<file path="src/rtl/dds_waveform_generator_assert.svh">
// ----------------------------------------------------------------------------
// DDS waveform generator assertion macros
// Concurrent checks that compile away under synthesis.
// ----------------------------------------------------------------------------
`ifndef DDS_WAVEFORM_GENERATOR_ASSERT_SVH
`define DDS_WAVEFORM_GENERATOR_ASSERT_SVH

`ifndef SYNTHESIS

// Check a property on every rising edge, suspended while reset is high.
`define DDS_ASSERT(lbl, clk, rst, prop, msg) \
  lbl: assert property (@(posedge clk) disable iff (rst) (prop)) else $error(msg);

// Check a property on every rising edge, reset included.
`define DDS_ASSERT_ALWAYS(lbl, clk, prop, msg) \
  lbl: assert property (@(posedge clk) (prop)) else $error(msg);

`else

`define DDS_ASSERT(lbl, clk, rst, prop, msg)
`define DDS_ASSERT_ALWAYS(lbl, clk, prop, msg)

`endif

`endif

</file>
<file path="src/rtl/dds_pkg.sv">
// ----------------------------------------------------------------------------
// DDS package
// Widths, register and waveform codes, and the sine lookup table.
// ----------------------------------------------------------------------------
package dds_pkg;

  localparam int PHASE_BITS      = 32;
  localparam int TABLE_ADDR_BITS = 8;
  localparam int TUNING_BITS     = 32;
  localparam int SUM_BITS        = (PHASE_BITS > TUNING_BITS) ? PHASE_BITS : TUNING_BITS;
  localparam int BYTE_SHIFT      = PHASE_BITS - TABLE_ADDR_BITS;
  localparam int SAMPLE_BITS     = 12;
  localparam int TABLE_BITS      = 8;
  localparam int WAVE_BITS       = 2;
  localparam int CFG_INDEX_BITS  = 2;
  localparam int CFG_DATA_BITS   = 32;
  localparam int S_TDATA_BITS    = 8;
  localparam int M_TDATA_BITS    = 16;

  localparam logic [TUNING_BITS-1:0] TUNING_RESET = TUNING_BITS'(42950);

  // Register indexes on the configuration channel
  localparam logic [CFG_INDEX_BITS-1:0] CFG_TUNING_WORD = CFG_INDEX_BITS'(0);
  localparam logic [CFG_INDEX_BITS-1:0] CFG_WAVE_SELECT = CFG_INDEX_BITS'(1);

  // Waveform codes; the unused code falls back to sine
  localparam logic [WAVE_BITS-1:0] WAVE_SINE   = WAVE_BITS'(0);
  localparam logic [WAVE_BITS-1:0] WAVE_SQUARE = WAVE_BITS'(1);
  localparam logic [WAVE_BITS-1:0] WAVE_RAMP   = WAVE_BITS'(2);

  localparam logic [SAMPLE_BITS-1:0]     SAMPLE_MAX  = SAMPLE_BITS'(4095);
  localparam logic [TABLE_ADDR_BITS-1:0] SQUARE_HALF = TABLE_ADDR_BITS'(127);

  // byte*4095/255 = 16*byte + byte/17; byte/17 = (byte*241) >> 12 for byte < 256
  localparam int RAMP_RECIP_BITS = 8;
  localparam logic [RAMP_RECIP_BITS-1:0] RAMP_RECIP = RAMP_RECIP_BITS'(241);
  localparam int RAMP_SHIFT = 12;
  localparam int RAMP_PROD_BITS = TABLE_ADDR_BITS + RAMP_RECIP_BITS;

  typedef struct packed {
    logic [TUNING_BITS-1:0] phase_step;
    logic [WAVE_BITS-1:0]   wave_select;
  } cfg_t;

  localparam logic [TABLE_BITS-1:0] SINE_TABLE [256] = '{
    8'd128, 8'd131, 8'd134, 8'd137, 8'd140, 8'd143, 8'd146, 8'd149, 8'd152, 8'd155,
    8'd158, 8'd162, 8'd165, 8'd167, 8'd170, 8'd173, 8'd176, 8'd179, 8'd182, 8'd185,
    8'd188, 8'd190, 8'd193, 8'd196, 8'd198, 8'd201, 8'd203, 8'd206, 8'd208, 8'd211,
    8'd213, 8'd215, 8'd218, 8'd220, 8'd222, 8'd224, 8'd226, 8'd228, 8'd230, 8'd232,
    8'd234, 8'd235, 8'd237, 8'd238, 8'd240, 8'd241, 8'd243, 8'd244, 8'd245, 8'd246,
    8'd248, 8'd249, 8'd250, 8'd250, 8'd251, 8'd252, 8'd253, 8'd253, 8'd254, 8'd254,
    8'd254, 8'd255, 8'd255, 8'd255, 8'd255, 8'd255, 8'd255, 8'd255, 8'd254, 8'd254,
    8'd254, 8'd253, 8'd253, 8'd252, 8'd251, 8'd250, 8'd250, 8'd249, 8'd248, 8'd246,
    8'd245, 8'd244, 8'd243, 8'd241, 8'd240, 8'd238, 8'd237, 8'd235, 8'd234, 8'd232,
    8'd230, 8'd228, 8'd226, 8'd224, 8'd222, 8'd220, 8'd218, 8'd215, 8'd213, 8'd211,
    8'd208, 8'd206, 8'd203, 8'd201, 8'd198, 8'd196, 8'd193, 8'd190, 8'd188, 8'd185,
    8'd182, 8'd179, 8'd176, 8'd173, 8'd170, 8'd167, 8'd165, 8'd162, 8'd158, 8'd155,
    8'd152, 8'd149, 8'd146, 8'd143, 8'd140, 8'd137, 8'd134, 8'd131, 8'd128, 8'd124,
    8'd121, 8'd118, 8'd115, 8'd112, 8'd109, 8'd106, 8'd103, 8'd100, 8'd97,  8'd93,
    8'd90,  8'd88,  8'd85,  8'd82,  8'd79,  8'd76,  8'd73,  8'd70,  8'd67,  8'd65,
    8'd62,  8'd59,  8'd57,  8'd54,  8'd52,  8'd49,  8'd47,  8'd44,  8'd42,  8'd40,
    8'd37,  8'd35,  8'd33,  8'd31,  8'd29,  8'd27,  8'd25,  8'd23,  8'd21,  8'd20,
    8'd18,  8'd17,  8'd15,  8'd14,  8'd12,  8'd11,  8'd10,  8'd9,   8'd7,   8'd6,
    8'd5,   8'd5,   8'd4,   8'd3,   8'd2,   8'd2,   8'd1,   8'd1,   8'd1,   8'd0,
    8'd0,   8'd0,   8'd0,   8'd0,   8'd0,   8'd0,   8'd1,   8'd1,   8'd1,   8'd2,
    8'd2,   8'd3,   8'd4,   8'd5,   8'd5,   8'd6,   8'd7,   8'd9,   8'd10,  8'd11,
    8'd12,  8'd14,  8'd15,  8'd17,  8'd18,  8'd20,  8'd21,  8'd23,  8'd25,  8'd27,
    8'd29,  8'd31,  8'd33,  8'd35,  8'd37,  8'd40,  8'd42,  8'd44,  8'd47,  8'd49,
    8'd52,  8'd54,  8'd57,  8'd59,  8'd62,  8'd65,  8'd67,  8'd70,  8'd73,  8'd76,
    8'd79,  8'd82,  8'd85,  8'd88,  8'd90,  8'd93,  8'd97,  8'd100, 8'd103, 8'd106,
    8'd109, 8'd112, 8'd115, 8'd118, 8'd121, 8'd124
  };

endpackage

</file>
<file path="src/rtl/dds_waveform_generator.sv">
// ----------------------------------------------------------------------------
// DDS waveform generator
// Numerically controlled oscillator for a 12-bit converter. Every item on the
// input stream requests one sample; bit 0 of its tdata clears the phase for
// that sample first. The top byte of a 32-bit phase accumulator picks the
// output from a 256-entry sine table (scaled by 16), a square wave (4095 in
// the upper half of the cycle, else 0) or a rising ramp (byte*4095/255), as
// chosen by wave_select; the phase step is then added to the phase, so the
// output frequency is the phase step / 2^32 of the item rate. The block takes
// one item per clock while the output stream is not stalled: the phase
// register and its one adder close the feedback loop. A taken item is held in
// the lookup stage register, then moves into the output register, which
// presents its result on the output stream; each stage advances when the
// stage after it is empty or being drained.
// Registers sit on the configuration channel: index 0 phase step (reset
// 42950), index 1 wave_select (reset 0; 0 sine, 1 square, 2 ramp, 3 sine).
// cfg_ready is always high; write registers only while no item is in flight.
// ----------------------------------------------------------------------------
`include "dds_waveform_generator_assert.svh"

module dds_waveform_generator (
  input  logic                                  clk,
  input  logic                                  rst,
  // Sample requests
  input  logic                                  s_axis_tvalid,
  output logic                                  s_axis_tready,
  input  logic [dds_pkg::S_TDATA_BITS-1:0]      s_axis_tdata,   // [0] clear_phase
  // Samples
  output logic                                  m_axis_tvalid,
  input  logic                                  m_axis_tready,
  output logic [dds_pkg::M_TDATA_BITS-1:0]      m_axis_tdata,   // [11:0] sample
  // Configuration writes
  input  logic                                  cfg_valid,
  output logic                                  cfg_ready,
  input  logic [dds_pkg::CFG_INDEX_BITS-1:0]    cfg_index,
  input  logic [dds_pkg::CFG_DATA_BITS-1:0]     cfg_data
);
  import dds_pkg::*;

  cfg_t                       cfg;
  logic                       accept;
  logic [TABLE_ADDR_BITS-1:0] phase_byte;

  // Lookup stage: phase byte and waveform of the item in flight
  logic                       s1_valid;
  logic                       s1_ready;
  logic [TABLE_ADDR_BITS-1:0] s1_byte;
  logic [WAVE_BITS-1:0]       s1_wave;
  logic [SAMPLE_BITS-1:0]     s1_sample;

  // Output register
  logic [SAMPLE_BITS-1:0]     out_sample;
  logic [WAVE_BITS-1:0]       out_wave;

  dds_cfg_regs u_cfg (
    .clk       (clk),
    .rst       (rst),
    .cfg_valid (cfg_valid),
    .cfg_ready (cfg_ready),
    .cfg_index (cfg_index),
    .cfg_data  (cfg_data),
    .cfg       (cfg)
  );

  dds_phase u_phase (
    .clk         (clk),
    .rst         (rst),
    .advance     (accept),
    .clear_phase (s_axis_tdata[0]),
    .phase_step  (cfg.phase_step),
    .phase_byte  (phase_byte)
  );

  dds_shape u_shape (
    .phase_byte  (s1_byte),
    .wave_select (s1_wave),
    .sample      (s1_sample)
  );

  // Each stage advances when the stage after it is empty or being drained
  assign s1_ready      = !m_axis_tvalid || m_axis_tready;
  assign s_axis_tready = !s1_valid || s1_ready;
  assign accept        = s_axis_tvalid && s_axis_tready;

  always_ff @(posedge clk) begin
    if (rst) begin
      s1_valid      <= 1'b0;
      m_axis_tvalid <= 1'b0;
    end else begin
      if (accept) begin
        s1_valid <= 1'b1;
      end else if (s1_ready) begin
        s1_valid <= 1'b0;
      end
      if (s1_valid && s1_ready) begin
        m_axis_tvalid <= 1'b1;
      end else if (m_axis_tready) begin
        m_axis_tvalid <= 1'b0;
      end
    end
  end

  // Payload: lookup stage captures on accept, output register when the lookup stage moves on; both hold otherwise
  always_ff @(posedge clk) begin
    if (accept) begin
      s1_byte <= phase_byte;
      s1_wave <= cfg.wave_select;
    end
    if (s1_valid && s1_ready) begin
      out_sample <= s1_sample;
      out_wave   <= s1_wave;
    end
  end

  assign m_axis_tdata = {(M_TDATA_BITS - SAMPLE_BITS)'(0), out_sample};

  `DDS_ASSERT(a_square_levels, clk, rst, (m_axis_tvalid && out_wave == WAVE_SQUARE) |-> (out_sample == '0 || out_sample == SAMPLE_MAX), "square sample off its two levels")
  `DDS_ASSERT(a_sine_scaled, clk, rst, (m_axis_tvalid && out_wave != WAVE_SQUARE && out_wave != WAVE_RAMP) |-> (out_sample[3:0] == 4'b0000), "sine sample not a multiple of 16")
  `DDS_ASSERT(a_s1_hold, clk, rst, (s1_valid && !s1_ready) |=> (s1_valid && $stable(s1_byte) && $stable(s1_wave)), "lookup stage lost a stalled item")

endmodule

</file>
<file path="src/rtl/dds_cfg_regs.sv">
// ----------------------------------------------------------------------------
// DDS configuration registers
// Phase step and waveform select, written over the configuration channel.
// ----------------------------------------------------------------------------
module dds_cfg_regs (
  input  logic                                  clk,
  input  logic                                  rst,
  input  logic                                  cfg_valid,
  output logic                                  cfg_ready,
  input  logic [dds_pkg::CFG_INDEX_BITS-1:0]    cfg_index,
  input  logic [dds_pkg::CFG_DATA_BITS-1:0]     cfg_data,
  output dds_pkg::cfg_t                         cfg
);
  import dds_pkg::*;

  logic write;

  assign cfg_ready = 1'b1;
  assign write     = cfg_valid && cfg_ready;

  // Writes to indexes beyond the register list are dropped
  always_ff @(posedge clk) begin
    if (rst) begin
      cfg.phase_step  <= TUNING_RESET;
      cfg.wave_select <= WAVE_SINE;
    end else if (write) begin
      case (cfg_index)
        CFG_TUNING_WORD: cfg.phase_step  <= cfg_data[TUNING_BITS-1:0];
        CFG_WAVE_SELECT: cfg.wave_select <= cfg_data[WAVE_BITS-1:0];
        default: ;
      endcase
    end
  end

endmodule

</file>
<file path="src/rtl/dds_phase.sv">
// ----------------------------------------------------------------------------
// DDS phase accumulator
// Presents the table address for the current item and advances the phase.
// ----------------------------------------------------------------------------
`include "dds_waveform_generator_assert.svh"

module dds_phase (
  input  logic                                  clk,
  input  logic                                  rst,
  input  logic                                  advance,
  input  logic                                  clear_phase,
  input  logic [dds_pkg::TUNING_BITS-1:0]       phase_step,
  output logic [dds_pkg::TABLE_ADDR_BITS-1:0]   phase_byte
);
  import dds_pkg::*;

  logic [PHASE_BITS-1:0] phase;
  logic [PHASE_BITS-1:0] phase_next;
  logic [PHASE_BITS-1:0] base;
  logic [SUM_BITS-1:0]   sum;

  // A clear restarts both the lookup and the addition from zero
  assign base       = clear_phase ? '0 : phase;
  assign phase_byte = base[BYTE_SHIFT +: TABLE_ADDR_BITS];
  assign sum        = SUM_BITS'(base) + SUM_BITS'(phase_step);
  assign phase_next = sum[PHASE_BITS-1:0];

  always_ff @(posedge clk) begin
    if (rst) begin
      phase <= '0;
    end else if (advance) begin
      phase <= phase_next;
    end
  end

  `DDS_ASSERT_ALWAYS(a_phase_reset, clk, rst |=> (phase == '0), "phase not zero after reset")
  `DDS_ASSERT(a_phase_hold, clk, rst, !advance |=> $stable(phase), "phase moved without an item")
  `DDS_ASSERT(a_phase_clear, clk, rst, (advance && clear_phase) |=> (phase == PHASE_BITS'(SUM_BITS'($past(phase_step)))), "cleared phase did not restart at the phase step")

endmodule

</file>
<file path="src/rtl/dds_shape.sv">
// ----------------------------------------------------------------------------
// DDS waveform shaper
// Maps a phase byte to a 12-bit sample: sine table, square or ramp.
// ----------------------------------------------------------------------------
module dds_shape (
  input  logic [dds_pkg::TABLE_ADDR_BITS-1:0]   phase_byte,
  input  logic [dds_pkg::WAVE_BITS-1:0]         wave_select,
  output logic [dds_pkg::SAMPLE_BITS-1:0]       sample
);
  import dds_pkg::*;

  logic [RAMP_PROD_BITS-1:0]  ramp_prod;
  logic [SAMPLE_BITS-1:0]     ramp;
  logic [SAMPLE_BITS-1:0]     square;
  logic [SAMPLE_BITS-1:0]     sine;

  // Ramp: 16*byte plus byte/17 through a reciprocal multiply
  assign ramp_prod = RAMP_PROD_BITS'(phase_byte) * RAMP_PROD_BITS'(RAMP_RECIP);
  assign ramp      = {phase_byte, 4'b0000} + SAMPLE_BITS'(ramp_prod >> RAMP_SHIFT);
  assign square    = (phase_byte > SQUARE_HALF) ? SAMPLE_MAX : '0;
  assign sine      = {SINE_TABLE[phase_byte], 4'b0000};

  always_comb begin
    case (wave_select)
      WAVE_SQUARE: sample = square;
      WAVE_RAMP:   sample = ramp;
      default:     sample = sine;
    endcase
  end

endmodule
</file>
<file path="config.mk">
export PLATFORM = sky130hd
export DESIGN_NAME = dds_waveform_generator
export DESIGN_NICKNAME = d
export VERILOG_FILES = /design/src/rtl/dds_pkg.sv /design/src/rtl/dds_waveform_generator.sv /design/src/rtl/dds_cfg_regs.sv /design/src/rtl/dds_phase.sv /design/src/rtl/dds_shape.sv
export VERILOG_INCLUDE_DIRS = /design/src /design/src/rtl
export SDC_FILE = /design/constraint.sdc
export NUM_CORES = 1
export LEC_CHECK = 0
export ABC_AREA = 1
export BUFFER_PORTS_ARGS = -buffer_cell sky130_fd_sc_hd__buf_2
export CORE_MARGIN = 3
export CORE_UTILIZATION = 35
export CTS_CLUSTER_DIAMETER = 40
export CTS_CLUSTER_SIZE = 8
export DETAILED_ROUTE_END_ITERATION = 7
export PLACE_DENSITY = 0.55
export SKIP_LAST_GASP = 1
export SLEW_MARGIN = 20
export SYNTH_ARGS = -nofsm -noshare
export SYNTH_HDL_FRONTEND = slang
export SYNTH_SLANG_ARGS = --single-unit
</file>
<file path="constraint.sdc">
create_clock -name clk -period 11.05 [get_ports clk]
set_input_delay 2.7625 -clock clk [delete_from_list [all_inputs] [get_ports clk]]
set_output_delay 2.7625 -clock clk [all_outputs]
set_load 0.02 [all_outputs]
</file>
==> qor.yml <==
run_status:
  status: "finished clean"
clock_network:
  post_cts_buffers: 0
  clock_sinks: 90
  cts_max_path_buffers: 2
  cts_resized: 0
  ctsHtreeMaxLevel: 3
  cts_root_buf: "clkbuf_16"
  numCtsBuffers: 9
  cts_hold_buf: 0
  insertion_delay_ps: 350
  clkTransAtPathRegs_ps: 70
  cts_tree: "done"
pwr:
  p_int_mw: 0.642
  p_seq_share_pct: 36.3
  leakagePower_nw: 5.24
  p_sw_mw: 0.390
  p_per_area_nw_per_um2: 109
  clkPwrFrac_pct: 29.1
  ir_drop_mv: 0.0788
  p_sw_share_pct: 37.8
  p_comb_share_pct: 34.6
grt:
  grt_pass1_wl_um: 40900
  grt_max_degree: 47
  grt_overflow: 0
  antenna_found_initial: 0
  grt_use_total_pct: 19.0
  grt_pass1_vias: 8173
placed_design:
  port_buffers: 53
  place_hpwl_um: 18700
  gp_congestion: 0.933
  place_ws_ps: 5070
  post_dp_cell_area_sq_um: 9200
  placed_cells: 1776
yosys:
  synth_top_family_by_area: "simple AND/OR/NAND/NOR gates"
  ys_warn_count: 0
  synth_compound_area_share_pct: 12.1
  synth_ff_type: "dfxtp_1"
  netlist_top_cells_count: "nand2_1 (434), inv_1 (248), nor2_1 (161)"
  synthAdderAreaFrac_pct: 15.2
  synthArstFlopShare_pct: 0
  syn_area_sq_um: 8720
  synth_mux_area_share_pct: 0
  yosysTopAreaCell: "nand2_1"
  post-synth-top-count-cell: "nand2_1"
  ys_ff_latch: 90
  netlist.area_leader.share_pct: 18.7
  synth_cell_types: 40
  syn_avg_cell_area_sq_um: 6.07
  ys_seq_area_share_pct: 23.2
  syn_inst: 1437
  synth_area_leaders: "nand2_1 (19%), dfxtp_1 (16%), ha_1 (12%), inv_1 (11%), edfxtp_1 (7.6%)"
  yosys.area_share.simple_pct: 33.8
  synth-edff-count: 22
  synth-xor-area-share_pct: 1.61
layout:
  final_area_sq_um: 9470
  final_cell_count_no_fill: 1792
  fin_nets: 1607
  diodes: 0
  syn_to_final_growth_pct: 8.68
  drive_gt1_share_pct: 6.13
route:
  via_count: 8628
  drtPass1Iterations: 5
  wl_per_cell_um: 13.8
  drc_errors: 0
  ant_nets: 0
  totalWireLength_um: 24800
  viasPerCell: 4.81
  drt_iter0_drc: 482
floorplanning:
  start_util_pct: 35.7
  core-area_sq_um: 24400
  die_y_um: 164
  ios: 66
  die_w_um: 164
  num_rows: 57
  die_area_sq_um: 26800
timing:
  slew_violations: 0
  hold-worst-slack_ps: 437
  worstMarginPinSlew_ps: 938
  post-route-period-util_pct: 54.0
  setup_ws_ps: 5080
  fin_worst_skew_ps: 11.9
  maxSlewHeadroom_pct: 37.1
  setup_viol: 0
  setup_tns_ps: 0
  hold_violations: 0
  min_period_ps: 5970
  fmax_mhz: 167
  rsz0062_at_grt: "no"
critical_path:
  cp-start-kind: "input pin"
  worstPathRequired_ps: 8290
  crit_start: "m_axis_tready"
  cp_max_fo: 3
  end_kind: "primary output"
  crit_type: "in -> out"
  r2r-start: "s1_byte[5]"
  arrival_ps: 3210
  rr_worst_depth: 14
worst_hold_path:
  hp-start: "u_cfg.cfg[1]"
  hold_path.class: "reg -> reg"
  worstHoldPathCells: 0
flow_run:
  maxCapViolCount: 0
-- cell usage in the layout (no fill, tap or decap), drive strengths merged --
master,netlist,routed
o31ai,1,1
nand3b,2,2
o211ai,12,12
xor2,12,12
nand4,6,6
nor4,1,1
o22ai,3,3
clkbuf,20,10
buf,29,61
nor2,162,162
nand2,439,439
inv,253,257
edfxtp,22,22
o21ai,75,75
o221ai,1,1
nor3,7,7
a31oi,3,3
clkinv,2,3
clkinvlp,0,1
nand3,109,109
xnor2,4,4
o21bai,5,5
and3,1,1
a21oi,92,92
ha,82,82
conb,2,5
o21a,1,1
or2,3,3
dfxtp,68,68
a21o,3,3
and2,2,2
fa,15,15
-- per-layer routing --
| layer | wire [um] | global-route usage [%] | vias up |
|---|---|---|---|
| met5 | 0 | 0 | - |
| met4 | 650 | 6.61 | 0 |
| met3 | 1030 | 2.35 | 45 |
| met2 | 12000 | 33.2 | 177 |
| met1 | 11100 | 24.1 | 3876 |
| li1 | - | - | 4530 |
-- through the flow --
stage	total power [mW]	utilization, %
3_3_place_gp	0.740	37.7
6_report	1.03	38.8
4_1_cts	1.05	38.8
2_1_floorplan	0.654	-
3_5_place_dp	0.740	37.7
5_1_grt	1.12	38.8
-- layout make-up --
| type | count | area (sq um) |
|---|---|---|
| clock buffer | 10 | 229 |
| inverter | 255 | 960 |
| tap | 324 | 405 |
| multi-input combinational | 1046 | 5480 |
| sequential | 90 | 2020 |
| fill | 2740 | 14900 |
| timing repair buffer | 61 | 325 |
| clock inverter | 6 | 48.8 |
-- power groups by stage --
stage	Clock, mW	Sequential [mW]	Combinational (mW)
2_1_floorplan	0	0.382	0.272
4_1_cts	0.311	0.375	0.361
6_report	0.300	0.374	0.357
3_5_place_dp	0	0.382	0.358
3_3_place_gp	0	0.382	0.358
5_1_grt	0.325	0.377	0.416
-- registers in the layout (all words and copies together) (netlist names) --
| name | cells |
|---|---|
| out_sample | 12 |
| m_axis_tvalid | 1 |
| s1_byte | 8 |
| s1_valid | 1 |
| u_cfg.cfg | 34 |
| s1_wave | 2 |
| u_phase.phase | 32 |
-- cells by family after synthesis --
| family | count (synthesis) |
|---|---|
| AO/OA/AOI/OAI | 196 |
| XOR/XNOR | 16 |
| adder cells (fa/ha/maj) | 97 |
| buffers and inverters | 304 |
| flip-flops | 90 |
| other | 2 |
| AND/OR/NAND/NOR | 732 |
-- worst max-delay path, cell delays in order --
cell	delay, ps
buf_2	90
inv_1	70
nand3_1	100
buf_2	180
-- worst paths after layout --
path	to	slack [ps]
worst max-delay path	s_axis_tready	5080
worst min-delay path	s1_wave[1]	440
worst max register to register	out_sample[3]	6350
worst min register to register	s1_wave[1]	440
Power figures use the tool's default switching activity.
